## config.mk

```make
export PLATFORM = sky130hd
export DESIGN_NAME = sort_and_find_duplicate_core
export DESIGN_NICKNAME = d
export VERILOG_FILES = /design/src/sfd_pkg.sv /design/src/sfd_entry_ram.sv /design/src/sort_and_find_duplicate_core.sv
export SDC_FILE = /design/constraint.sdc
export NUM_CORES = 1
export LEC_CHECK = 0
export BUFFER_PORTS_ARGS = -buffer_cell sky130_fd_sc_hd__buf_2
export CAP_MARGIN = 20
export CORE_ASPECT_RATIO = 0.8
export CORE_MARGIN = 2
export CORE_UTILIZATION = 52
export CTS_CLUSTER_SIZE = 8
export DETAILED_ROUTE_END_ITERATION = 12
export GPL_ROUTABILITY_DRIVEN = 0
export PLACE_DENSITY = 0.69
export RECOVER_POWER = 100
export SLEW_MARGIN = 20
export SYNTH_ARGS = -nofsm -noshare
export SYNTH_HDL_FRONTEND = slang
export SYNTH_HIERARCHICAL = 1
export SYNTH_SLANG_ARGS = --single-unit
```

## constraint.sdc

```tcl
create_clock -name aclk -period 6.27 [get_ports aclk]
set_clock_uncertainty 0.2 [all_clocks]
set_input_delay 0.3135 -clock aclk [delete_from_list [all_inputs] [get_ports aclk]]
set_output_delay 0.3135 -clock aclk [all_outputs]
set_load 0.01 [all_outputs]
```

## src/sfd_pkg.sv

```systemverilog
// Shared types and constants of the sort and duplicate-find core.
package sfd_pkg;

    localparam int KEY_W           = 16;
    localparam int ALLOW_W         = 4;
    localparam int CFG_W           = 4;
    localparam int POS_W           = 3;
    localparam int MAX_ENTRIES_DEF = 8;
    localparam logic [CFG_W-1:0] PROBE_COUNT_RST = CFG_W'(8);

    typedef struct packed {
        logic [KEY_W-1:0]   key;
        logic [ALLOW_W-1:0] allow;
    } entry_t;

    typedef enum logic [2:0] {
        ST_IDLE,
        ST_INS_READ,
        ST_INS_CMP,
        ST_SCAN_READ,
        ST_SCAN_CHECK,
        ST_EMIT_READ,
        ST_EMIT_LOAD
    } state_t;

endpackage

```

## src/sfd_entry_ram.sv

```systemverilog
// Entry store: one write port, one read port with registered read data.
module sfd_entry_ram #(
    parameter int DEPTH = sfd_pkg::MAX_ENTRIES_DEF,
    parameter int AW    = $clog2(DEPTH)
) (
    input  logic            aclk,
    input  logic            wr_en,
    input  logic [AW-1:0]   wr_addr,
    input  sfd_pkg::entry_t wr_data,
    input  logic            rd_en,
    input  logic [AW-1:0]   rd_addr,
    output sfd_pkg::entry_t rd_data
);

    sfd_pkg::entry_t mem [DEPTH];
    sfd_pkg::entry_t rd_data_reg;

    always_ff @(posedge aclk) begin
        if (wr_en) begin
            mem[wr_addr] <= wr_data;
        end
    end

    always_ff @(posedge aclk) begin
        if (rd_en) begin
            rd_data_reg <= mem[rd_addr];
        end
    end

    assign rd_data = rd_data_reg;

endmodule

```

## src/sort_and_find_duplicate_core.sv

```systemverilog
// Each load inserts its word, moving larger stored words up one slot at a time. The word
// that completes a set of n adds a scan of the n stored words, then the sorted results
// leave one word at a time, set by the single RAM port and held while m_ready is low.
// No new word is taken until the last result of a set is loaded for output.
// Reset clears the sequencer, load count, output valid and sets probe_count to 8;
// the entry store is not cleared (slots are always written before they are read).
module sort_and_find_duplicate_core #(
    parameter int MAX_ENTRIES = sfd_pkg::MAX_ENTRIES_DEF
) (
    input  logic                        aclk,
    input  logic                        aresetn,
    // configuration
    input  logic                        cfg_valid,
    output logic                        cfg_ready,
    input  logic [sfd_pkg::CFG_W-1:0]   cfg_data,
    // input words
    input  logic                        s_valid,
    output logic                        s_ready,
    input  logic [sfd_pkg::KEY_W-1:0]   s_probe_index,
    input  logic [sfd_pkg::ALLOW_W-1:0] s_mismatch_allowance,
    // result words
    output logic                        m_valid,
    input  logic                        m_ready,
    output logic [sfd_pkg::KEY_W-1:0]   m_sorted_index,
    output logic [sfd_pkg::ALLOW_W-1:0] m_sorted_mismatch,
    output logic                        m_has_duplicate,
    output logic [sfd_pkg::POS_W-1:0]   m_duplicate_position,
    output logic                        m_last
);

    localparam int AW = $clog2(MAX_ENTRIES);
    localparam int CW = $clog2(MAX_ENTRIES + 1);
    localparam int PW = sfd_pkg::POS_W;

    sfd_pkg::state_t state_reg, state_next;

    logic [sfd_pkg::CFG_W-1:0]  probe_count_reg, probe_count_next;
    logic [CW-1:0]              loaded_reg, loaded_next;
    logic [AW-1:0]              j_reg, j_next;
    logic [AW-1:0]              k_reg, k_next;
    sfd_pkg::entry_t            cur_reg, cur_next;
    logic [sfd_pkg::KEY_W-1:0]  prev_key_reg, prev_key_next;
    logic                       dup_reg, dup_next;
    logic [PW-1:0]              dpos_reg, dpos_next;

    logic                        m_valid_reg, m_valid_next;
    sfd_pkg::entry_t             out_entry_reg, out_entry_next;
    logic                        out_dup_reg, out_dup_next;
    logic [PW-1:0]               out_dpos_reg, out_dpos_next;
    logic                        out_last_reg, out_last_next;

    logic            ram_wr_en, ram_rd_en;
    logic [AW-1:0]   ram_wr_addr, ram_rd_addr;
    sfd_pkg::entry_t ram_wr_data, ram_rd_data;

    logic [7:0]      count_wide;
    logic [CW-1:0]   n_eff;
    logic [AW-1:0]   n_last;
    logic            s_fire, slot_free, ins_done, set_full, shift_up;
    logic [AW-1:0]   load_pos;
    logic [AW-1:0]   k_prev;
    logic [AW+PW-1:0] k_prev_wide;

    // effective count: zero acts as one, large values saturate
    assign count_wide = {4'b0, probe_count_reg};
    always_comb begin
        if (probe_count_reg == '0) begin
            n_eff = CW'(1);
        end else if (count_wide > 8'(MAX_ENTRIES)) begin
            n_eff = CW'(MAX_ENTRIES);
        end else begin
            n_eff = CW'(count_wide);
        end
    end
    assign n_last = AW'(n_eff - CW'(1));

    assign s_ready   = (state_reg == sfd_pkg::ST_IDLE);
    assign cfg_ready = 1'b1;
    assign s_fire    = s_valid && s_ready;
    assign slot_free = !m_valid_reg || m_ready;

    // a set dropped by a lowered count restarts at slot zero
    assign load_pos = (loaded_reg >= n_eff) ? '0 : loaded_reg[AW-1:0];

    // insertion step: stored word moves up while its key is strictly larger
    assign shift_up = ram_rd_data.key > cur_reg.key;
    assign ins_done = ((state_reg == sfd_pkg::ST_INS_READ) && (j_reg == '0)) ||
                      ((state_reg == sfd_pkg::ST_INS_CMP) && !shift_up);
    assign set_full = (loaded_reg == n_eff);

    assign k_prev      = k_reg - AW'(1);
    assign k_prev_wide = {{PW{1'b0}}, k_prev};

    // next state
    always_comb begin
        state_next = state_reg;
        unique case (state_reg)
            sfd_pkg::ST_IDLE: begin
                if (s_fire) state_next = sfd_pkg::ST_INS_READ;
            end
            sfd_pkg::ST_INS_READ: begin
                if (j_reg == '0) begin
                    state_next = set_full ? sfd_pkg::ST_SCAN_READ : sfd_pkg::ST_IDLE;
                end else begin
                    state_next = sfd_pkg::ST_INS_CMP;
                end
            end
            sfd_pkg::ST_INS_CMP: begin
                if (shift_up) begin
                    state_next = sfd_pkg::ST_INS_READ;
                end else begin
                    state_next = set_full ? sfd_pkg::ST_SCAN_READ : sfd_pkg::ST_IDLE;
                end
            end
            sfd_pkg::ST_SCAN_READ: begin
                state_next = sfd_pkg::ST_SCAN_CHECK;
            end
            sfd_pkg::ST_SCAN_CHECK: begin
                state_next = (k_reg == n_last) ? sfd_pkg::ST_EMIT_READ
                                               : sfd_pkg::ST_SCAN_READ;
            end
            sfd_pkg::ST_EMIT_READ: begin
                state_next = sfd_pkg::ST_EMIT_LOAD;
            end
            sfd_pkg::ST_EMIT_LOAD: begin
                if (slot_free) begin
                    state_next = (k_reg == n_last) ? sfd_pkg::ST_IDLE
                                                   : sfd_pkg::ST_EMIT_READ;
                end
            end
            default: state_next = sfd_pkg::ST_IDLE;
        endcase
    end

    // datapath and RAM controls
    always_comb begin
        probe_count_next = probe_count_reg;
        loaded_next      = loaded_reg;
        j_next           = j_reg;
        k_next           = k_reg;
        cur_next         = cur_reg;
        prev_key_next    = prev_key_reg;
        dup_next         = dup_reg;
        dpos_next        = dpos_reg;
        m_valid_next     = m_valid_reg && !m_ready;
        out_entry_next   = out_entry_reg;
        out_dup_next     = out_dup_reg;
        out_dpos_next    = out_dpos_reg;
        out_last_next    = out_last_reg;
        ram_wr_en        = 1'b0;
        ram_wr_addr      = j_reg;
        ram_wr_data      = cur_reg;
        ram_rd_en        = 1'b0;
        ram_rd_addr      = k_reg;

        if (cfg_valid) probe_count_next = cfg_data;

        unique case (state_reg)
            sfd_pkg::ST_IDLE: begin
                if (s_fire) begin
                    j_next       = load_pos;
                    cur_next.key = s_probe_index;
                    cur_next.allow = s_mismatch_allowance;
                    loaded_next  = CW'(load_pos) + CW'(1);
                end
            end
            sfd_pkg::ST_INS_READ: begin
                if (j_reg == '0) begin
                    ram_wr_en = 1'b1;
                end else begin
                    ram_rd_en   = 1'b1;
                    ram_rd_addr = j_reg - AW'(1);
                end
            end
            sfd_pkg::ST_INS_CMP: begin
                ram_wr_en = 1'b1;
                if (shift_up) begin
                    ram_wr_data = ram_rd_data;
                    j_next      = j_reg - AW'(1);
                end
            end
            sfd_pkg::ST_SCAN_READ: begin
                ram_rd_en = 1'b1;
            end
            sfd_pkg::ST_SCAN_CHECK: begin
                // first adjacent pair with equal keys
                if ((k_reg != '0) && !dup_reg && (prev_key_reg == ram_rd_data.key)) begin
                    dup_next  = 1'b1;
                    dpos_next = k_prev_wide[PW-1:0];
                end
                prev_key_next = ram_rd_data.key;
                k_next = (k_reg == n_last) ? '0 : k_reg + AW'(1);
            end
            sfd_pkg::ST_EMIT_READ: begin
                ram_rd_en = 1'b1;
            end
            sfd_pkg::ST_EMIT_LOAD: begin
                if (slot_free) begin
                    m_valid_next   = 1'b1;
                    out_entry_next = ram_rd_data;
                    out_dup_next   = dup_reg;
                    out_dpos_next  = dpos_reg;
                    out_last_next  = (k_reg == n_last);
                    if (k_reg == n_last) begin
                        k_next      = '0;
                        loaded_next = '0;
                    end else begin
                        k_next = k_reg + AW'(1);
                    end
                end
            end
            default: ;
        endcase

        // fresh duplicate search for each completed set
        if (ins_done && set_full) begin
            k_next    = '0;
            dup_next  = 1'b0;
            dpos_next = '0;
        end
    end

    // control registers
    always_ff @(posedge aclk) begin
        if (!aresetn) begin
            state_reg       <= sfd_pkg::ST_IDLE;
            probe_count_reg <= sfd_pkg::PROBE_COUNT_RST;
            loaded_reg      <= '0;
            k_reg           <= '0;
            m_valid_reg     <= 1'b0;
        end else begin
            state_reg       <= state_next;
            probe_count_reg <= probe_count_next;
            loaded_reg      <= loaded_next;
            k_reg           <= k_next;
            m_valid_reg     <= m_valid_next;
        end
    end

    // payload registers
    always_ff @(posedge aclk) begin
        j_reg         <= j_next;
        cur_reg       <= cur_next;
        prev_key_reg  <= prev_key_next;
        dup_reg       <= dup_next;
        dpos_reg      <= dpos_next;
        out_entry_reg <= out_entry_next;
        out_dup_reg   <= out_dup_next;
        out_dpos_reg  <= out_dpos_next;
        out_last_reg  <= out_last_next;
    end

    sfd_entry_ram #(
        .DEPTH (MAX_ENTRIES),
        .AW    (AW)
    ) u_store (
        .aclk    (aclk),
        .wr_en   (ram_wr_en),
        .wr_addr (ram_wr_addr),
        .wr_data (ram_wr_data),
        .rd_en   (ram_rd_en),
        .rd_addr (ram_rd_addr),
        .rd_data (ram_rd_data)
    );

    assign m_valid              = m_valid_reg;
    assign m_sorted_index       = out_entry_reg.key;
    assign m_sorted_mismatch    = out_entry_reg.allow;
    assign m_has_duplicate      = out_dup_reg;
    assign m_duplicate_position = out_dpos_reg;
    assign m_last               = out_last_reg;

endmodule

```

Word-level counts from Yosys, hierarchy flattened

Memory sizes are Yosys's and may differ from the RTL's. A register that Yosys moved wholly into a read port is not among the register bits.
Cells that the tools add are included.

Bitwise operators: 1
Add/sub/neg operators: 5
$lt $le $gt $ge: 3
Eq/ne operators: 13
Muxes and demuxes: 33
Reduce and logical (&&, ||, !) cells: 29

Operators with widths:

| cell                                             | number |
|---|---|
| two-way mux 20 bit                               | 2 |
| two-way mux 3 bit                                | 11 |
| case mux 3 bit (7 select lines)                  | 1 |
| two-way mux 4 bit                                | 5 |
| == test 16 bit                                   | 1 |
| > comparator 16 bit                              | 1 |
| case mux 3 bit (2 select lines)                  | 2 |
| AND reduction 2 bit                              | 5 |
| == test 3 bit, second input constant             | 3 |
| subtractor 3 x 1 -> 3 bit, second input constant | 3 |
| case mux 4 bit (2 select lines)                  | 1 |
| logical AND 1 bit                                | 7 |
| == test 3 x 2 -> 1 bit, second input constant    | 2 |
| logical NOT 3 bit                                | 2 |
| two-way mux 1 bit                                | 6 |
| two-way mux 2 bit                                | 3 |
| != test 2 bit, second input constant             | 3 |
| nonzero test 2 bit                               | 3 |
| adder 3 x 1 -> 4 bit, second input constant      | 1 |
| == test 4 bit                                    | 1 |
| greater-or-equal comparator 4 bit                | 1 |
| > comparator 4 bit, second input constant        | 1 |
| logical NOT 1 bit                                | 4 |
| logical NOT 4 bit                                | 1 |
| 11 further kinds                                 | 14 |

Logic and storage cells: 101
Memories: 1
Output and inout port bits: 28
Register bits: 83
Bits in writable memories: 160

Memories:

| name        | depth | width | rd ports | clocked after memory_dff | write ports | RTL line            | RTL |
|---|---|---|---|---|---|---|---|
| u_store.mem | 8     | 20    | 1        | 1                        | 1           | sfd_entry_ram.sv:15 | `sfd_pkg::entry_t mem [DEPTH];` |

Depth between registers and ports, before layout

Depth in word-level cells: 8
Mapped depth: 12
Mapped depth without buffers: 12

Modules after synthesis

Netlist, hierarchy kept.

Modules (own cells, without submodules):

| module                       | instances | cells each | area an instance (µm²) | sequential area each (µm²) |
|---|---|---|---|---|
| sfd_entry_ram                | 1         | 264        | 6812.8                 | 5405.2 |
| sort_and_find_duplicate_core | 1         | 348        | 4097.7                 | 2302.2 |

Worst setup path after synthesis

No wires, ideal clock.

Path type: register to register
From: reg j_reg[0]
To: mem u_store/mem[0][0] (netlist name), enable pin
Data arrival time: 2626 ps
Library setup time: 422 ps
Cell stages (with the launch flop): 8
Period minus slack after synthesis: 3248 ps
Path slack: 3022 ps
Cell sequence: edfxtp_1 inv_1 ha_1 nor2b_1 nand2_1 a21oi_1 nand2b_1 nor3_1

Word-level cells in the longest chain between the ends: 5

Ends and longest elaborated chain:

| item                                    | RTL line                            | RTL |
|---|---|---|
| start, declared                         | sort_and_find_duplicate_core.sv:39  | `logic [AW-1:0] j_reg, j_next;` |
| start signal, assigned                  | sort_and_find_duplicate_core.sv:242 | `j_reg <= j_next;` |
| logical NOT 3 bit                       | sort_and_find_duplicate_core.sv:168 | `if (j_reg == '0) begin` |
| two-way mux 1 bit                       | sort_and_find_duplicate_core.sv:168 |  |
| case mux 1 bit (2 select lines)         | sort_and_find_duplicate_core.sv:158 | `unique case (state_reg)` |
| net ram_wr_en                           | sort_and_find_duplicate_core.sv:52  | `logic ram_wr_en, ram_rd_en;` |
| two-way mux 1 bit                       | sfd_entry_ram.sv:19                 | `if (wr_en) begin` |
| two-way mux 1 bit (implied by the code) | sfd_entry_ram.sv:20                 | `mem[wr_addr] <= wr_data;` |
| end, declared                           | sfd_entry_ram.sv:15                 |  |

The timed path passes the listed nets, and every way through them passes these cells.

Final worst setup path

From: reg j_reg[0]
To: reg, netlist name u_store/rd_data[9]

Word-level cells in the longest chain between the ends: 3
Elaborated cells between the ends (all ways): 6
Classes of those cells: add/sub: 1; mux: 4; reduce/logical: 1

Ends and longest elaborated chain:

| item                                                                  | RTL line                                                                 | RTL |
|---|---|---|
| subtractor 3 x 1 -> 3 bit / logical NOT 3 bit (equally long branches) | sort_and_find_duplicate_core.sv:172, sort_and_find_duplicate_core.sv:168 |  |
| two-way mux 3 bit (*)                                                 | sort_and_find_duplicate_core.sv:168                                      |  |
| two-way mux 3 bit (*)                                                 | sort_and_find_duplicate_core.sv:158                                      |  |
| net ram_rd_addr[0]                                                    | sort_and_find_duplicate_core.sv:53                                       | `logic [AW-1:0] ram_wr_addr, ram_rd_addr;` |

Mark *: on every way through the listed nets, which the timed path passes. The rest lies on a longest branch.
A chain may end at the register's enable or synchronous reset.

==> metrics <==
status complete, but fails checks; violated checks capacitance limit, slew limit; final net count between 700 and 800; hold slack around 0.096 ns; Hold Crit Class input pin to flop; die extent in y 134 um; vias post-DR roughly 6,000; Crit-path slowest cell o21ai_0; First-pass DRT Iterations 5; Power Density about 340 nW/um^2; WL/cell between 20 and 25 um; ys flop type edfxtp_1; Min Clock Period, post-route a little under 5 ns; CP Class flop to flop; overall power between 4 and 5 mW; worst endpoint required time roughly 6.3 ns; Final Hold Viols 0; total track usage about a fifth; met1 usage between 20% and 30%; largest delay contributor family on the critical path compound AO/OA/AOI/OAI gates; Post-synth ARST share 0%; clock-pin slew on the worst setup and hold paths ~0.05 ns; Final setup viols 0; Buf/Inv on CP 2; worst relative slew slack -88.2%; CTS Sinks around 260; setup_tns 0 ns; largest net degree at the start of global routing 41; peak supply drop ~0.23 mV; CTS max path bufs 3; clk_lat worst skew between 0.5 and 0.6 ns; number of port buffers between 50 and 60; GRT busiest layer met2; max cap viols 8; grt met2 use a little over a third; Diodes inserted 0; Seq/Total Area, Yosys a little over two thirds; full die area about 22,000 sq um; crit path capture type flop; Clock H-tree levels 2; DR DRC count 0; Post-synth EDFFs between 200 and 250; DR iter-0 viols between 400 and 500; Initial Util a little over half; syn nets roughly 670; clock buffer count from CTS 38; PostCTS Resize Cnt 0; met3 Use GR 3.39%; Post-Synthesis Cells around 610; Synth warnings 6; Synth Cell Area approximately 11,000 sq um; share of layout cells above drive strength 1 a little over an eighth; Finished Layout Cells ~1,000; CP Max Fanout 30; final wirelength 22.9 mm; first-pass GRT wire length ~35 mm; worst path cell trace inv_1 > ha_1 > nand2b_1 > nand3_1 > o21ai_0 > buf_4 > mux4_1 > mux2_2; dpl cells about 920; CTS tree yes; post-synth cell types 57; Mean Syn Cell Area 17.8 sq um; crit-path max cell delay ~1.7 ns; I/O Pins 57; synthesized flop and latch total approximately 260; detailed placer's ending HPWL between 10 and 15 mm; Design Area, Final between 10,000 and 15,000 sq um; Root Buffer clkbuf_16; post-route ant nets 0; core area 20,600 sq um; RSZ-0062 raised after global routing no; Layout area overhead 17.3%; initial antenna violation count 0; Tcrit/Tclk final between 70% and 80%; highest clock rate 207 MHz; row count 47; Arrival @ worst endpoint 4.89 ns; Lkg Pwr between 4 and 5 nW; worst-margin pin slew roughly 2.8 ns; placed cell area 11,500 sq um; Die W between 150 and 200 um; Largest register FFs 160; vias per cell 5.81; vias in the first global route between 6,000 and 7,000; GR Overflow Total 0; startpoint types flop; Max Slew Vio Count 176
## routing by layer
layer  up-vias  wire length [um]
li1       2657                 -
met1      3002             10000
met2       182             11000
met3        34              1400
met4         0               400
met5         -                 0
## cell usage after synthesis (all sizes together), types with 2 or more instances
| master | instances | area, sq um |
|---|---|---|
| a211oi | 2 | 27.5 |
| a21boi | 4 | 30.0 |
| a21o | 2 | 15.0 |
| a21oi | 14 | 77.6 |
| and2 | 3 | 21.3 |
| buf | 12 | 97.6 |
| clkbuf | 12 | 46.3 |
| dfxtp | 19 | 380 |
| edfxtp | 244 | 7330 |
| ha | 27 | 338 |
| inv | 27 | 101 |
| mux2 | 26 | 304 |
| mux2i | 8 | 80.1 |
| mux4 | 40 | 1050 |
| nand2 | 22 | 82.6 |
| nand2b | 10 | 62.6 |
| nand3 | 21 | 105 |
| nand4 | 4 | 25.0 |
| nor2 | 22 | 82.6 |
| nor2b | 9 | 56.3 |
| nor3 | 6 | 30.0 |
| nor3b | 4 | 30.0 |
| nor4 | 5 | 46.3 |
| o211ai | 2 | 15.0 |
| o21ai | 25 | 125 |
| o31a | 2 | 17.5 |
| or3 | 2 | 12.5 |
| xnor2 | 7 | 61.3 |
| xor2 | 14 | 123 |
## kinds of logic (layout without fill, tap and decap cells)
group | after synthesis | count (layout) | synth area share, %
flip-flops | 263 | 263 | 70.6
AND/OR/NAND/NOR | 114 | 114 | 5.50
multiplexers | 74 | 74 | 13.2
AO/OA/AOI/OAI | 61 | 61 | 3.64
buffers and inverters | 51 | 182 | 2.25
adder cells (fa/ha/maj) | 27 | 27 | 3.10
XOR/XNOR | 21 | 21 | 1.69
other | 1 | 1 | 0.0344
## through the flow
step	worst slack (ns)	utilization, %
3_3_place_gp	2.62	55.9
6_report	1.43	62.0
2_1_floorplan	3.02	-
5_1_grt	1.10	62.0
4_1_cts	2.46	62.7
3_5_place_dp	2.48	55.9
## report_power, final
part | switching (mW) | internal (mW)
combinational | 0.224 | 0.164
sequential | 0.0507 | 2.03
clock | 0.688 | 1.13
## worst reg2reg max path: cells and delay by family (launching register included)
| kind | cells | cell delay, ns |
|---|---|---|
| AND/OR/NAND/NOR | 2 | 0.37 |
| flip-flops | 1 | 0.44 |
| buffers and inverters | 2 | 0.78 |
| AO/OA/AOI/OAI | 1 | 1.66 |
| adder cells (fa/ha/maj) | 1 | 0.22 |
| multiplexers | 2 | 0.91 |
## layout by cell type, fill, tap and decap left out, drive strengths merged, types with 2 or more instances in the layout
master / n
or3: 2
nor3: 6
nor3b: 4
a21boi: 4
nand2: 22
a211oi: 2
dfxtp: 19
mux2: 26
nor2b: 9
dlygate4sd3: 35
nand3: 21
inv: 29
nor2: 22
nor4: 5
o21ai: 25
nand4: 4
xor2: 14
a21o: 2
o211ai: 2
a21oi: 14
edfxtp: 244
ha: 27
buf: 30
xnor2: 7
and2: 3
mux2i: 8
mux4: 40
nand2b: 10
clkbuf: 88
o31a: 2
## final timing paths
path | from | end | slack [ns] | cells past startpoint
max reg2reg | j_reg[0]$_DFFE_PP_ | u_store/rd_data[9]$_DFFE_PP_ | 1.43 | 8
max | j_reg[0]$_DFFE_PP_ | u_store/rd_data[9]$_DFFE_PP_ | 1.43 | 8
min reg2reg | dpos_reg[1]$_SDFFE_PP0P_ | m_duplicate_position[1]$_DFFE_PP_ | 0.23 | 0
min | s_valid | state_reg[0]$_SDFFE_PN0P_ | 0.1 | 4
## what timing repair did
action | CTS | global route
hold buffers | 35 | 0
endpoints found under the hold margin | 32 | 0
buffers inserted | 0 | 0
## area by class of cell
cell class | count | area, sq um
fill | 1465 | 7850
sequential | 263 | 7710
multi-input combinational | 298 | 2950
clock buffer | 53 | 1030
timing repair buffer | 100 | 639
tap | 269 | 337
inverter | 27 | 101
clock inverter | 2 | 28.8
Power figures use the tool's default switching activity.
